### config.mk
export PLATFORM = sky130hd
export DESIGN_NAME = signed_to_radix_ascii
export DESIGN_NICKNAME = d
export VERILOG_FILES = /design/src/sv/srtra_pkg.sv /design/src/sv/srtra_div.sv /design/src/sv/srtra_digit_buf.sv /design/src/sv/signed_to_radix_ascii.sv
export VERILOG_INCLUDE_DIRS = /design/src /design/src/sv
export SDC_FILE = /design/constraint.sdc
export NUM_CORES = 1
export LEC_CHECK = 0
export BUFFER_PORTS_ARGS = -buffer_cell sky130_fd_sc_hd__buf_2
export CAP_MARGIN = 20
export CORE_ASPECT_RATIO = 0.7
export CORE_MARGIN = 4
export CORE_UTILIZATION = 53
export CTS_BUF_LIST = sky130_fd_sc_hd__clkbuf_4
export DETAILED_ROUTE_END_ITERATION = 12
export GPL_TIMING_DRIVEN = 0
export HOLD_SLACK_MARGIN = 0.03
export PLACE_DENSITY = 0.79
export SETUP_SLACK_MARGIN = 0.15
export SYNTH_ARGS = -nofsm -noshare
export SYNTH_HDL_FRONTEND = slang
export SYNTH_SLANG_ARGS = --single-unit
### constraint.sdc
create_clock -name clk -period 6.2 [get_ports clk]
set_input_delay 0.62 -clock clk [delete_from_list [all_inputs] [get_ports clk]]
set_output_delay 0.62 -clock clk [all_outputs]
set_load 0.005 [all_outputs]
### src/sv/assert_macros.svh
// ---------------------------------------------------------------------------
// assert_macros.svh
// Shared concurrent assertion macros, clocked on clk and disabled in reset.
// ---------------------------------------------------------------------------
`ifndef ASSERT_MACROS_SVH
`define ASSERT_MACROS_SVH

// A condition that must hold at every clock edge out of reset.
`define ASSERT_ALWAYS(lbl, expr, msg) \
    lbl: assert property (@(posedge clk) disable iff (!rst_n) (expr)) else $error(msg);

// A condition that, when true, must be accompanied by a consequence.
`define ASSERT_IMPLIES(lbl, ante, cons, msg) \
    lbl: assert property (@(posedge clk) disable iff (!rst_n) (ante) |-> (cons)) \
        else $error(msg);

`endif

### src/sv/srtra_pkg.sv
// ---------------------------------------------------------------------------
// srtra_pkg
// Types, constants and helpers shared by the radix-to-ASCII converter.
// ---------------------------------------------------------------------------
package srtra_pkg;

    localparam int RADIX_W = 6;
    localparam int DIGIT_W = 5;
    localparam int CHAR_W  = 8;

    localparam logic [RADIX_W-1:0] RADIX_RESET = 6'd10;
    localparam logic [RADIX_W-1:0] MIN_RADIX   = 6'd2;
    localparam logic [RADIX_W-1:0] MAX_RADIX   = 6'd32;
    localparam logic [RADIX_W-1:0] SIGN_RADIX  = 6'd10;

    localparam logic [CHAR_W-1:0] LETTER_BASE = 8'd65;
    localparam logic [CHAR_W-1:0] DIGIT_BASE  = 8'd48;
    localparam logic [CHAR_W-1:0] CHAR_MINUS  = 8'h2D;
    localparam logic [CHAR_W-1:0] CHAR_NULL   = 8'h00;
    localparam logic [CHAR_W-1:0] DIGIT_TEN   = 8'd10;

    // Register index of the radix register.
    localparam logic REG_RADIX = 1'b0;

    typedef enum logic [2:0] {
        ST_IDLE,
        ST_DIV,
        ST_SIGN,
        ST_FETCH,
        ST_LOAD,
        ST_BAD
    } state_t;

    typedef struct packed {
        logic busy;
        logic done;
    } div_status_t;

    function automatic logic [CHAR_W-1:0] digit_to_char(input logic [DIGIT_W-1:0] d);
        logic [CHAR_W-1:0] dx;
        dx = {{(CHAR_W-DIGIT_W){1'b0}}, d};
        if (dx >= DIGIT_TEN)
        begin
            return LETTER_BASE + dx - DIGIT_TEN;
        end
        return DIGIT_BASE + dx;
    endfunction

endpackage

### src/sv/srtra_div.sv
// ---------------------------------------------------------------------------
// srtra_div
// Restoring divider by a small radix, one quotient bit per cycle.
// ---------------------------------------------------------------------------
module srtra_div
    import srtra_pkg::*;
#(
    parameter int DATA_WIDTH = 32
)
(
    input  logic                  clk,
    input  logic                  rst_n,
    input  logic                  start,
    input  logic [DATA_WIDTH-1:0] dividend,
    input  logic [RADIX_W-1:0]    divisor,
    output logic [DATA_WIDTH-1:0] quotient,
    output logic [DIGIT_W-1:0]    remainder,
    output div_status_t           status
);

    localparam int CNT_W = $clog2(DATA_WIDTH + 1);

    logic [DATA_WIDTH-1:0] work_reg, work_next;
    logic [DIGIT_W-1:0]    rem_reg, rem_next;
    logic [RADIX_W-1:0]    divisor_reg;
    logic [CNT_W-1:0]      cnt_reg, cnt_next;
    logic                  busy_reg, busy_next;
    logic                  done_reg, done_next;
    logic [RADIX_W-1:0]    rem_shift;
    logic                  fits;

    // One restoring step: bring down the next dividend bit and try a subtract.
    // The partial remainder stays below the divisor, so it fits in a digit.
    assign rem_shift = {rem_reg, work_reg[DATA_WIDTH-1]};
    assign fits      = (rem_shift >= divisor_reg);

    always_comb
    begin
        work_next = work_reg;
        rem_next  = rem_reg;
        cnt_next  = cnt_reg;
        busy_next = busy_reg;
        done_next = 1'b0;
        if (start)
        begin
            work_next = dividend;
            rem_next  = '0;
            cnt_next  = CNT_W'(DATA_WIDTH);
            busy_next = 1'b1;
        end
        else if (busy_reg)
        begin
            work_next = {work_reg[DATA_WIDTH-2:0], fits};
            rem_next  = fits ? DIGIT_W'(rem_shift - divisor_reg) : rem_shift[DIGIT_W-1:0];
            cnt_next  = cnt_reg - 1'b1;
            if (cnt_reg == CNT_W'(1))
            begin
                busy_next = 1'b0;
                done_next = 1'b1;
            end
        end
    end

    always_ff @(posedge clk or negedge rst_n)
    begin
        if (!rst_n)
        begin
            cnt_reg  <= '0;
            busy_reg <= 1'b0;
            done_reg <= 1'b0;
        end
        else
        begin
            cnt_reg  <= cnt_next;
            busy_reg <= busy_next;
            done_reg <= done_next;
        end
    end

    always_ff @(posedge clk)
    begin
        work_reg <= work_next;
        rem_reg  <= rem_next;
        if (start)
        begin
            divisor_reg <= divisor;
        end
    end

    assign quotient    = work_reg;
    assign remainder   = rem_reg;
    assign status.busy = busy_reg;
    assign status.done = done_reg;

endmodule

### src/sv/srtra_digit_buf.sv
// ---------------------------------------------------------------------------
// srtra_digit_buf
// Digit store: digits are written least significant first, read back in reverse.
// ---------------------------------------------------------------------------
module srtra_digit_buf
    import srtra_pkg::*;
#(
    parameter int DEPTH = 32
)
(
    input  logic                     clk,
    input  logic                     wr_en,
    input  logic [$clog2(DEPTH)-1:0] wr_addr,
    input  logic [DIGIT_W-1:0]       wr_data,
    input  logic                     rd_en,
    input  logic [$clog2(DEPTH)-1:0] rd_addr,
    output logic [DIGIT_W-1:0]       rd_data
);

    logic [DIGIT_W-1:0] mem [DEPTH];
    logic [DIGIT_W-1:0] rd_data_reg;

    always_ff @(posedge clk)
    begin
        if (wr_en)
        begin
            mem[wr_addr] <= wr_data;
        end
        if (rd_en)
        begin
            rd_data_reg <= mem[rd_addr];
        end
    end

    assign rd_data = rd_data_reg;

endmodule

### src/sv/signed_to_radix_ascii.sv
// ---------------------------------------------------------------------------
// signed_to_radix_ascii
// Converts a signed integer into its ASCII text in a programmable radix.
// ---------------------------------------------------------------------------
//
//  Channel   Direction  Payload                          Handshake
//  s_axis    in         value (DATA_WIDTH bits, signed)  s_tvalid / s_tready
//  m_axis    out        character, last, bad_base        m_tvalid / m_tready
//  apb       in/out     radix register at address 0      psel / penable / pready
//
//  Each digit is produced by one pass of the shared restoring divider, until
//  the quotient reaches zero. The digits are then read back out of the digit
//  store, each by a fetch and a load step, most significant first, after a
//  minus sign for a negative value in radix 10. Reset is asynchronous and
//  active low; it sets the radix to 10 and empties the output register. A
//  stalled output holds the sequencer in place; the input is taken again
//  only once the final character sits in the output register.
// ---------------------------------------------------------------------------
module signed_to_radix_ascii
    import srtra_pkg::*;
#(
    parameter int DATA_WIDTH = 32
)
(
    input  logic                              clk,
    input  logic                              rst_n,
    // Input stream. tdata: value [DATA_WIDTH-1:0], zero padding above.
    input  logic                              s_tvalid,
    output logic                              s_tready,
    input  logic [((DATA_WIDTH+7)/8)*8-1:0]   s_tdata,
    // Output stream. tdata: character [7:0]. tlast: last. tuser: bad_base.
    output logic                              m_tvalid,
    input  logic                              m_tready,
    output logic [7:0]                        m_tdata,
    output logic                              m_tlast,
    output logic                              m_tuser,
    // Configuration port.
    input  logic                              psel,
    input  logic                              penable,
    input  logic                              pwrite,
    input  logic [2:0]                        paddr,
    input  logic [31:0]                       pwdata,
    output logic [31:0]                       prdata,
    output logic                              pready
);

    `include "assert_macros.svh"

    localparam int CNT_W = $clog2(DATA_WIDTH + 1);
    localparam int IDX_W = $clog2(DATA_WIDTH);

    // ---------------------------------------------------------------------
    // Configuration register. Only the register index (address bit 2) is
    // decoded; the low address bits select nothing.
    // ---------------------------------------------------------------------
    logic [RADIX_W-1:0] radix_reg;
    logic               cfg_write;

    assign pready    = 1'b1;
    assign cfg_write = psel && penable && pwrite && pready && (paddr[2] == REG_RADIX);

    always_ff @(posedge clk or negedge rst_n)
    begin
        if (!rst_n)
        begin
            radix_reg <= RADIX_RESET;
        end
        else if (cfg_write)
        begin
            radix_reg <= pwdata[RADIX_W-1:0];
        end
    end

    assign prdata = (paddr[2] == REG_RADIX) ? {{(32-RADIX_W){1'b0}}, radix_reg} : '0;

    // ---------------------------------------------------------------------
    // Input decode: sign and magnitude. The most negative value negates to
    // itself, which read as unsigned is exactly its magnitude.
    // ---------------------------------------------------------------------
    logic [DATA_WIDTH-1:0] in_value;
    logic [DATA_WIDTH-1:0] in_mag;
    logic                  in_accept;
    logic                  radix_ok;

    assign in_value  = s_tdata[DATA_WIDTH-1:0];
    assign in_mag    = in_value[DATA_WIDTH-1] ? (~in_value + 1'b1) : in_value;
    assign in_accept = s_tvalid && s_tready;
    assign radix_ok  = (radix_reg >= MIN_RADIX) && (radix_reg <= MAX_RADIX);

    // ---------------------------------------------------------------------
    // Sequencer state and shared units.
    // ---------------------------------------------------------------------
    state_t                state_reg, state_next;
    logic                  neg_reg;
    logic [CNT_W-1:0]      count_reg, count_next;
    logic [IDX_W-1:0]      rd_idx_reg, rd_idx_next;

    logic                  div_start;
    logic [DATA_WIDTH-1:0] div_dividend;
    logic [DATA_WIDTH-1:0] div_quotient;
    logic [DIGIT_W-1:0]    div_remainder;
    div_status_t           div_stat;
    logic                  conv_done;

    logic                  buf_rd_en;
    logic [DIGIT_W-1:0]    buf_rd_data;

    logic                  out_free;
    logic                  out_load;
    logic [CHAR_W-1:0]     out_char;
    logic                  out_last;
    logic                  out_bad;

    logic                  m_tvalid_reg;
    logic [CHAR_W-1:0]     m_tdata_reg;
    logic                  m_tlast_reg;
    logic                  m_tuser_reg;

    assign out_free  = !m_tvalid_reg || m_tready;
    assign conv_done = (state_reg == ST_DIV) && div_stat.done && (div_quotient == '0);

    // The first division works on the fresh magnitude, every later one on the
    // quotient the divider left behind.
    assign div_dividend = (state_reg == ST_IDLE) ? in_mag : div_quotient;
    assign div_start    = ((state_reg == ST_IDLE) && in_accept && radix_ok)
                        || ((state_reg == ST_DIV) && div_stat.done && (div_quotient != '0));

    srtra_div #(
        .DATA_WIDTH (DATA_WIDTH)
    ) u_div (
        .clk       (clk),
        .rst_n     (rst_n),
        .start     (div_start),
        .dividend  (div_dividend),
        .divisor   (radix_reg),
        .quotient  (div_quotient),
        .remainder (div_remainder),
        .status    (div_stat)
    );

    srtra_digit_buf #(
        .DEPTH (DATA_WIDTH)
    ) u_buf (
        .clk     (clk),
        .wr_en   ((state_reg == ST_DIV) && div_stat.done),
        .wr_addr (count_reg[IDX_W-1:0]),
        .wr_data (div_remainder),
        .rd_en   (buf_rd_en),
        .rd_addr (rd_idx_reg),
        .rd_data (buf_rd_data)
    );

    // ---------------------------------------------------------------------
    // Next-state logic.
    // ---------------------------------------------------------------------
    always_comb
    begin
        state_next = state_reg;
        unique case (state_reg)
            ST_IDLE:
            begin
                if (in_accept)
                begin
                    state_next = radix_ok ? ST_DIV : ST_BAD;
                end
            end
            ST_DIV:
            begin
                if (conv_done)
                begin
                    state_next = (neg_reg && (radix_reg == SIGN_RADIX)) ? ST_SIGN : ST_FETCH;
                end
            end
            ST_SIGN:
            begin
                if (out_free)
                begin
                    state_next = ST_FETCH;
                end
            end
            ST_FETCH:
            begin
                state_next = ST_LOAD;
            end
            ST_LOAD:
            begin
                if (out_free)
                begin
                    state_next = (rd_idx_reg == '0) ? ST_IDLE : ST_FETCH;
                end
            end
            ST_BAD:
            begin
                if (out_free)
                begin
                    state_next = ST_IDLE;
                end
            end
            default:
            begin
                state_next = ST_IDLE;
            end
        endcase
    end

    // ---------------------------------------------------------------------
    // Output logic of the sequencer.
    // ---------------------------------------------------------------------
    always_comb
    begin
        s_tready    = 1'b0;
        buf_rd_en   = 1'b0;
        out_load    = 1'b0;
        out_char    = CHAR_NULL;
        out_last    = 1'b0;
        out_bad     = 1'b0;
        count_next  = count_reg;
        rd_idx_next = rd_idx_reg;
        unique case (state_reg)
            ST_IDLE:
            begin
                s_tready   = 1'b1;
                count_next = '0;
            end
            ST_DIV:
            begin
                if (div_stat.done)
                begin
                    count_next = count_reg + 1'b1;
                end
                if (conv_done)
                begin
                    // Digits come out most significant first: start at the top.
                    rd_idx_next = count_reg[IDX_W-1:0];
                end
            end
            ST_SIGN:
            begin
                out_load = out_free;
                out_char = CHAR_MINUS;
            end
            ST_FETCH:
            begin
                buf_rd_en = 1'b1;
            end
            ST_LOAD:
            begin
                out_load = out_free;
                out_char = digit_to_char(buf_rd_data);
                out_last = (rd_idx_reg == '0);
                if (out_free && (rd_idx_reg != '0))
                begin
                    rd_idx_next = rd_idx_reg - 1'b1;
                end
            end
            ST_BAD:
            begin
                out_load = out_free;
                out_char = CHAR_NULL;
                out_last = 1'b1;
                out_bad  = 1'b1;
            end
            default:
            begin
                s_tready = 1'b0;
            end
        endcase
    end

    always_ff @(posedge clk or negedge rst_n)
    begin
        if (!rst_n)
        begin
            state_reg    <= ST_IDLE;
            count_reg    <= '0;
            rd_idx_reg   <= '0;
            m_tvalid_reg <= 1'b0;
        end
        else
        begin
            state_reg  <= state_next;
            count_reg  <= count_next;
            rd_idx_reg <= rd_idx_next;
            if (out_load)
            begin
                m_tvalid_reg <= 1'b1;
            end
            else if (m_tready)
            begin
                m_tvalid_reg <= 1'b0;
            end
        end
    end

    always_ff @(posedge clk)
    begin
        if (in_accept)
        begin
            neg_reg <= in_value[DATA_WIDTH-1];
        end
        if (out_load)
        begin
            m_tdata_reg <= out_char;
            m_tlast_reg <= out_last;
            m_tuser_reg <= out_bad;
        end
    end

    assign m_tvalid = m_tvalid_reg;
    assign m_tdata  = m_tdata_reg;
    assign m_tlast  = m_tlast_reg;
    assign m_tuser  = m_tuser_reg;

    // ---------------------------------------------------------------------
    // Assertions.
    // ---------------------------------------------------------------------
    `ASSERT_IMPLIES(a_bad_is_lone_null, m_tvalid && m_tuser,
        m_tlast && (m_tdata == CHAR_NULL), "bad radix result must be a lone null")
    `ASSERT_IMPLIES(a_div_only_in_div, div_stat.busy || div_stat.done,
        state_reg == ST_DIV, "divider active outside the divide phase")
    `ASSERT_ALWAYS(a_count_bound, count_reg <= CNT_W'(DATA_WIDTH),
        "digit count exceeds the data width")
    `ASSERT_IMPLIES(a_load_needs_room, out_load,
        !m_tvalid_reg || m_tready, "output register overwritten before transfer")

endmodule

# Word level (Yosys, flattened, before mapping)
# Memories as Yosys holds them, arrays and structs flattened. A register that Yosys moved wholly into a read port is not among the register bits.
# Cells that the tools add are included.
# W data, S select, Z words.
dict set report word_totals {
  register_bits 83
  ram_bits 160
  input_bits 74
  output_inout_bits 45
  elab_cells 116
  memories 1
}
# memory words width read_ports rd_ports_with_merged_regs wr line
set mem_list {}
lappend mem_list {u_buf.mem 32 5 1 1 1 srtra_digit_buf.sv:20} ;# logic [DIGIT_W-1:0] mem [DEPTH];
dict set report op_classes {
  add_sub_neg 8
  n_lt_le_gt_ge 4
  n_eq_ne 15
  muxes 42
  bitwise_logic 2
  n_reduce_logical 29
}
# cell count
set ops {}
lappend ops {{$mux W32} 4}
lappend ops {{$add A32 B1 Y32 const B} 1}
lappend ops {{$logic_not A32 Y1} 1}
lappend ops {{$not A32 Y32} 1}
lappend ops {{$reduce_bool A32 Y1} 1}
lappend ops {{$mux W6} 4}
lappend ops {{$mux W3} 6}
lappend ops {{$pmux W3 S6} 1}
lappend ops {{$mux W1} 17}
lappend ops {{$mux W8} 2}
lappend ops {{$pmux W8 S2} 1}
lappend ops {{$mux W5} 3}
lappend ops {{$logic_and A1 B1 Y1} 12}
lappend ops {{$ne A2 B2 Y1 const B} 6}
lappend ops {{$pmux W6 S2} 1}
lappend ops {{$pmux W5 S2} 1}
lappend ops {{$add A7 B5 Y8 const A} 1}
lappend ops {{$reduce_bool A2 Y1} 4}
lappend ops {{$sub A8 B4 Y8 const B} 1}
lappend ops {{$add A6 B5 Y7 const A} 1}
lappend ops {{$add A6 B1 Y6 const B} 1}
lappend ops {{$eq A3 B2 Y1 const B} 2}
lappend ops {{$eq A3 B3 Y1 const B} 2}
lappend ops {{$eq A6 B1 Y1 const B} 1}
lappend ops {{other kinds (22)} 25}

# Logic depth before layout (Yosys ltp)
dict set report depth {
  word_depth 8
  ltp_mapped 9
  mapped_depth_nobuf 8
}

# By module
# A second synthesis with hierarchy kept.
dict set report hier_totals {
  cells_unflattened 831
  area_unflattened_um2 11821.3
}
# mod n_inst cells_each area_per_inst_um2 seq_area_each_um2
set modules_own_cells {}
lappend modules_own_cells {srtra_digit_buf 1 277 6394.9 4954.8}
lappend modules_own_cells {signed_to_radix_ascii 1 382 3030.4 803.3}
lappend modules_own_cells {srtra_div 1 172 2396.0 1441.4}

# Worst setup path before layout
# No wires, ideal clock.
dict set report synth_timing {
  kind {register to register}
  start {register state_reg[2]}
  end {register u_div.work_reg[0] (netlist: u_div.quotient[0]), enable pin}
  setup_ns 0.432
  arrival_time_ns 2.728
  path_slack_ns 3.040
  path_stages_with_launch 6
  period_less_slack_ns 3.160
  cell_sequence {dfrtp_1 clkbuf_1 nor3_2 and2_1 nand2_1 a21oi_1}
}
dict set report synth_via {
  elab_chain_cells 8
  word_cells_on_any_way 12
  classes_between {eq/ne: 2; mux: 1; reduce/logical: 9}
}
# item line
set synth_lines {}
lappend synth_lines {{start, declared} signed_to_radix_ascii.sv:93} ;# state_t state_reg, state_next;
lappend synth_lines {{start signal, assigned} signed_to_radix_ascii.sv:281} ;# state_reg <= state_next;
lappend synth_lines {{$logic_not A3 Y1 *} signed_to_radix_ascii.sv:219} ;# unique case (state_reg)
lappend synth_lines {{$mux W1 *} signed_to_radix_ascii.sv:219}
lappend synth_lines {{via s_tready} signed_to_radix_ascii.sv:29} ;# output logic s_tready,
lappend synth_lines {{$logic_and A1 B1 Y1 *} signed_to_radix_ascii.sv:87} ;# assign in_accept = s_tvalid && s_tready;
lappend synth_lines {{via in_accept} signed_to_radix_ascii.sv:82} ;# logic in_accept;
lappend synth_lines {{$logic_and A1 B1 Y1 * (2 in a row)} signed_to_radix_ascii.sv:125} ;# assign div_start = ((state_reg == ST_IDLE) && in_accept && radix_ok)
lappend synth_lines {{$logic_or A1 B1 Y1 *} signed_to_radix_ascii.sv:126} ;# || ((state_reg == ST_DIV) && div_stat.done && (div_quotient != '0));
lappend synth_lines {{$ne A2 B1 Y1 (no source line) / $reduce_bool A2 Y1 (equally long branches)} n/a}
lappend synth_lines {{$reduce_and A2 Y1 (no source line) *} n/a}
lappend synth_lines {{end signal, assigned} srtra_div.sv:82} ;# work_reg <= work_next;
lappend synth_lines {{end, declared} srtra_div.sv:23} ;# logic [DATA_WIDTH-1:0] work_reg, work_next;
# Mark *: on every way through the listed nets, which the timed path passes. The rest lies on a longest branch.
# A chain may end at the register's enable or synchronous reset.

# Final worst setup path
dict set report layout_timing {
  start {register rd_idx_reg[1]}
  end {register rd_idx_reg[2]}
}
dict set report layout_via {
  elab_chain_cells 4
  word_cells_on_any_way 7
  classes_between {add/sub: 1; eq/ne: 1; mux: 2; reduce/logical: 3}
}
# item line
set layout_lines {}
lappend layout_lines {{start, declared} signed_to_radix_ascii.sv:96} ;# logic [IDX_W-1:0] rd_idx_reg, rd_idx_next;
lappend layout_lines {{start signal, assigned} signed_to_radix_ascii.sv:283} ;# rd_idx_reg <= rd_idx_next;
lappend layout_lines {{branches (longest 4 deep; another with $sub A5 B1 Y5)} n/a}
# Parallel ways; which one is timed is not known. The select of a mux whose other input is x is not followed.

==> run_results.csv <==
group,metric,value,unit
status,status,"complete, but fails checks",
status,failed_checks,"DRC",
detailed_routing,vias_per_cell,5.78,
run,cap_violations,0,
final_layout,area_growth,14.7,%
final_layout,layout_common_cells,"213 x edfxtp_1, 93 x clkbuf_4, 69 x buf_2, 68 x nor2_1, 50 x mux4_2",
critical_path,critical_path_class,"reg2reg",
floorplanning,die-area,24200,sq um
yosys,synth-edff-count,213,
yosys,yosys.area.top_type,"edfxtp_1",
pwr,netSwitchingPower,1.73,mW
critical_path,reg2reg_depth,9,
clock_network,worstSkewPairLatency,0.70,ns
clock_network,path_clk_slew,0.07,ns
floorplanning,start_util,54.8,%
yosys,synth_top_area_share,55.5,%
grt,grt-ovfl-total,0,
detailed_routing,vias,7168,
critical_path,r2r_slack,3.26,ns
critical_path,crit_path_start,"rd_idx_reg[1]",
grt,grt_pass1_wl,39.3,mm
clock_network,clock-sinks,246,
detailed_routing,routed_wl,25.3,mm
pwr,swShare,31.8,%
yosys,ys_warn_count,0,
yosys,synth-simple-area-share,8.74,%
pwr,combPwrFrac,29.9,%
yosys,synthMuxAreaShare,14.3,%
final_layout,fin_nets,1009,
clock_network,cts_buffers,56,
yosys,synth-adder-area-share,2.02,%
yosys,ys_seq_elements,246,
timing,tightest_slew,0.748,ns
pwr,clkPwrFrac,24.4,%
floorplanning,die_w,184,um
yosys,synth_top_family_by_area,"multiplexers",
detailed_routing,drc_errors,1,
timing,finalClockSkew,0.0482,ns
yosys,async_reset_ff_share,11.4,%
final_layout,layout_commonest_cell,"edfxtp_1",
detailed_routing,ant_nets,0,
yosys,ys_seq_area_share,62.5,%
grt,grt_usage,20.8,%
pwr,peakVddDrop,0.215,mV
timing,relSlewSlack,50.1,%
clock_network,htreeDepth,2,
critical_path,required,6.79,ns
yosys,synth-main-ff-cell,"edfxtp_1",
clock_network,cts_buffer_depth,3,
grt,antenna_found_initial,1,
yosys,syn_area,11500,sq um
final_layout,largest_register_ffs,160,
timing,period_share,47.4,%
timing,setup_viol,0,
final_layout,drive_above_1_share,32.5,%
grt,grt_start_max_net_pins,36,
worst_hold_path,min_from,"pwdata[5]",
detailed_routing,drt_pass1_iterations,9,
critical_path,path_max_fanout,10,
pwr,intPower,3.72,mW
floorplanning,coreArea,21000,sq um
pwr,power_leakage,4.70,nW
yosys,netlist_instances,764,
grt,first_global_vias,6992,
critical_path,r2r_start,"rd_idx_reg[1]",
floorplanning,ios,119,
placement,gp_congestion,0.888,
detailed_routing,wl_per_cell,20.3,um
yosys,synth_area_leaders,"edfxtp_1 56%, mux4_2 9.8%, dfrtp_1 5.6%",
clock_network,clockRootBuffer,"clkbuf_4",
clock_network,postCtsSetupBuffers,0,
detailed_routing,drtIter0Drc,877,
timing,hold_ws,0.163,ns
critical_path,cp-end-kind,"register",
yosys,synth_cell_types,71,
critical_path,cp_data_arrival_time,3.53,ns
clock_network,cts_tree,"done",
yosys,synth-compound-area-share,5.62,%
placement,dp_hpwl,17.3,mm
placement,portBuffers,62,
timing,fin_setup_tns,0,ns
critical_path,crit_path_start_kind,"register",
critical_path,crit_path_end,"rd_idx_reg[2]",
critical_path,r2r-end,"rd_idx_reg[2]",
floorplanning,dieHeight,131,um
floorplanning,rows,44,
timing,period_minus_slack,2.94,ns
pwr,seq_power_share,45.7,%
timing,max_freq,341,MHz
yosys,synth_xor_area_share,2.96,%
pwr,power_density,413,nW/um^2
yosys,synth.avg_cell_area,15.1,sq um
timing,rsz0062_at_grt,"no",
worst_hold_path,hp-class,"in2reg",
timing,drv_slew,0,
timing,hold_viol_final,0,
final_layout,fill_cells,1575,
## Yosys cell counts (all sizes together), types with 12 or more instances
library cell    n
a21oi          13
buf            39
clkbuf         22
dfrtp          26
edfxtp        213
ha             17
inv            19
mux2           43
mux4           50
nand2          30
nor2           69
nor2b          12
nor4           17
o21ai          27
o31ai          13
xnor2          35
## timing repair
item                       CTS  global route
resized for setup            0             0
setup endpoints to repair    0             0
hold endpoints to repair    26             0
hold buffers                 1             0
## layer usage
layer	vias up	global-route usage, %	share of wire (%)
met2	418	28.6	43
met4	0	5.13	1.2
met3	38	5.52	11
li1	3247	-	-
met1	3465	33.2	45
met5	-	0	0
## worst max-delay path, stage by stage (launching register included)
cell	delay, ns
dfrtp_1	0.33
clkbuf_1	0.26
clkbuf_1	0.58
inv_1	0.17
ha_1	0.24
nor4b_1	0.18
or3_1	0.43
o31ai_2	0.18
o21ai_0	0.20
a22o_1	0.26
## logic make-up after synthesis
family	count (synthesis)
fa+ha+maj	18
other cells	2
xor+xnor	39
flops	246
buf+inv	81
mux	96
compound gates	92
simple gates	190
## layout make-up
type	instances	area (sq um)	share of cell area (%)
inverter	20	75.1	0.568
antenna	2	5.00	0.0379
tap	276	345	2.61
sequential	246	7200	54.5
clock inverter	11	58.8	0.445
multi-input combinational	463	3990	30.2
clock buffer	93	698	5.28
timing repair buffer	69	473	3.58
buffer	61	364	2.76
## power groups by stage
| stage | combinational (mW) | clock, mW | sequential (mW) |
|---|---|---|---|
| CTS | 1.55 | 1.36 | 2.53 |
| global placement | 1.35 | 0 | 2.63 |
| floorplan | 1.04 | 0 | 2.50 |
| global route | 1.78 | 1.45 | 2.52 |
| detailed placement | 1.54 | 0 | 2.57 |
| finish | 1.63 | 1.33 | 2.49 |
## stage by stage
step | total power [mW] | setup WS, ns | instances | util [%] | cell area (sq um)
after floorplan | 3.54 | 3.04 | 790 | - | 11600
after global placement | 3.98 | 1.98 | 1128 | 58.4 | 12300
after detailed placement | 4.10 | 3.21 | 1132 | 59.0 | 12400
after CTS | 5.44 | 3.14 | 1237 | 62.6 | 13200
after global routing | 5.75 | 3.11 | 1241 | 62.8 | 13200
final | 5.45 | 3.26 | 1241 | 62.8 | 13200
## how the worst min path moves through the flow
stage	to	cells past startpoint	slack [ns]
after floorplan	count_reg[0]	0	0.32
after CTS	radix_reg[5]	2	0.12
after global routing	radix_reg[5]	2	0.11
final	radix_reg[5]	2	0.16
after global placement	u_div.divisor_reg[0]	0	0.51
after detailed placement	u_div.divisor_reg[0]	0	0.50
No activity file was read; power rests on OpenSTA's default activity.
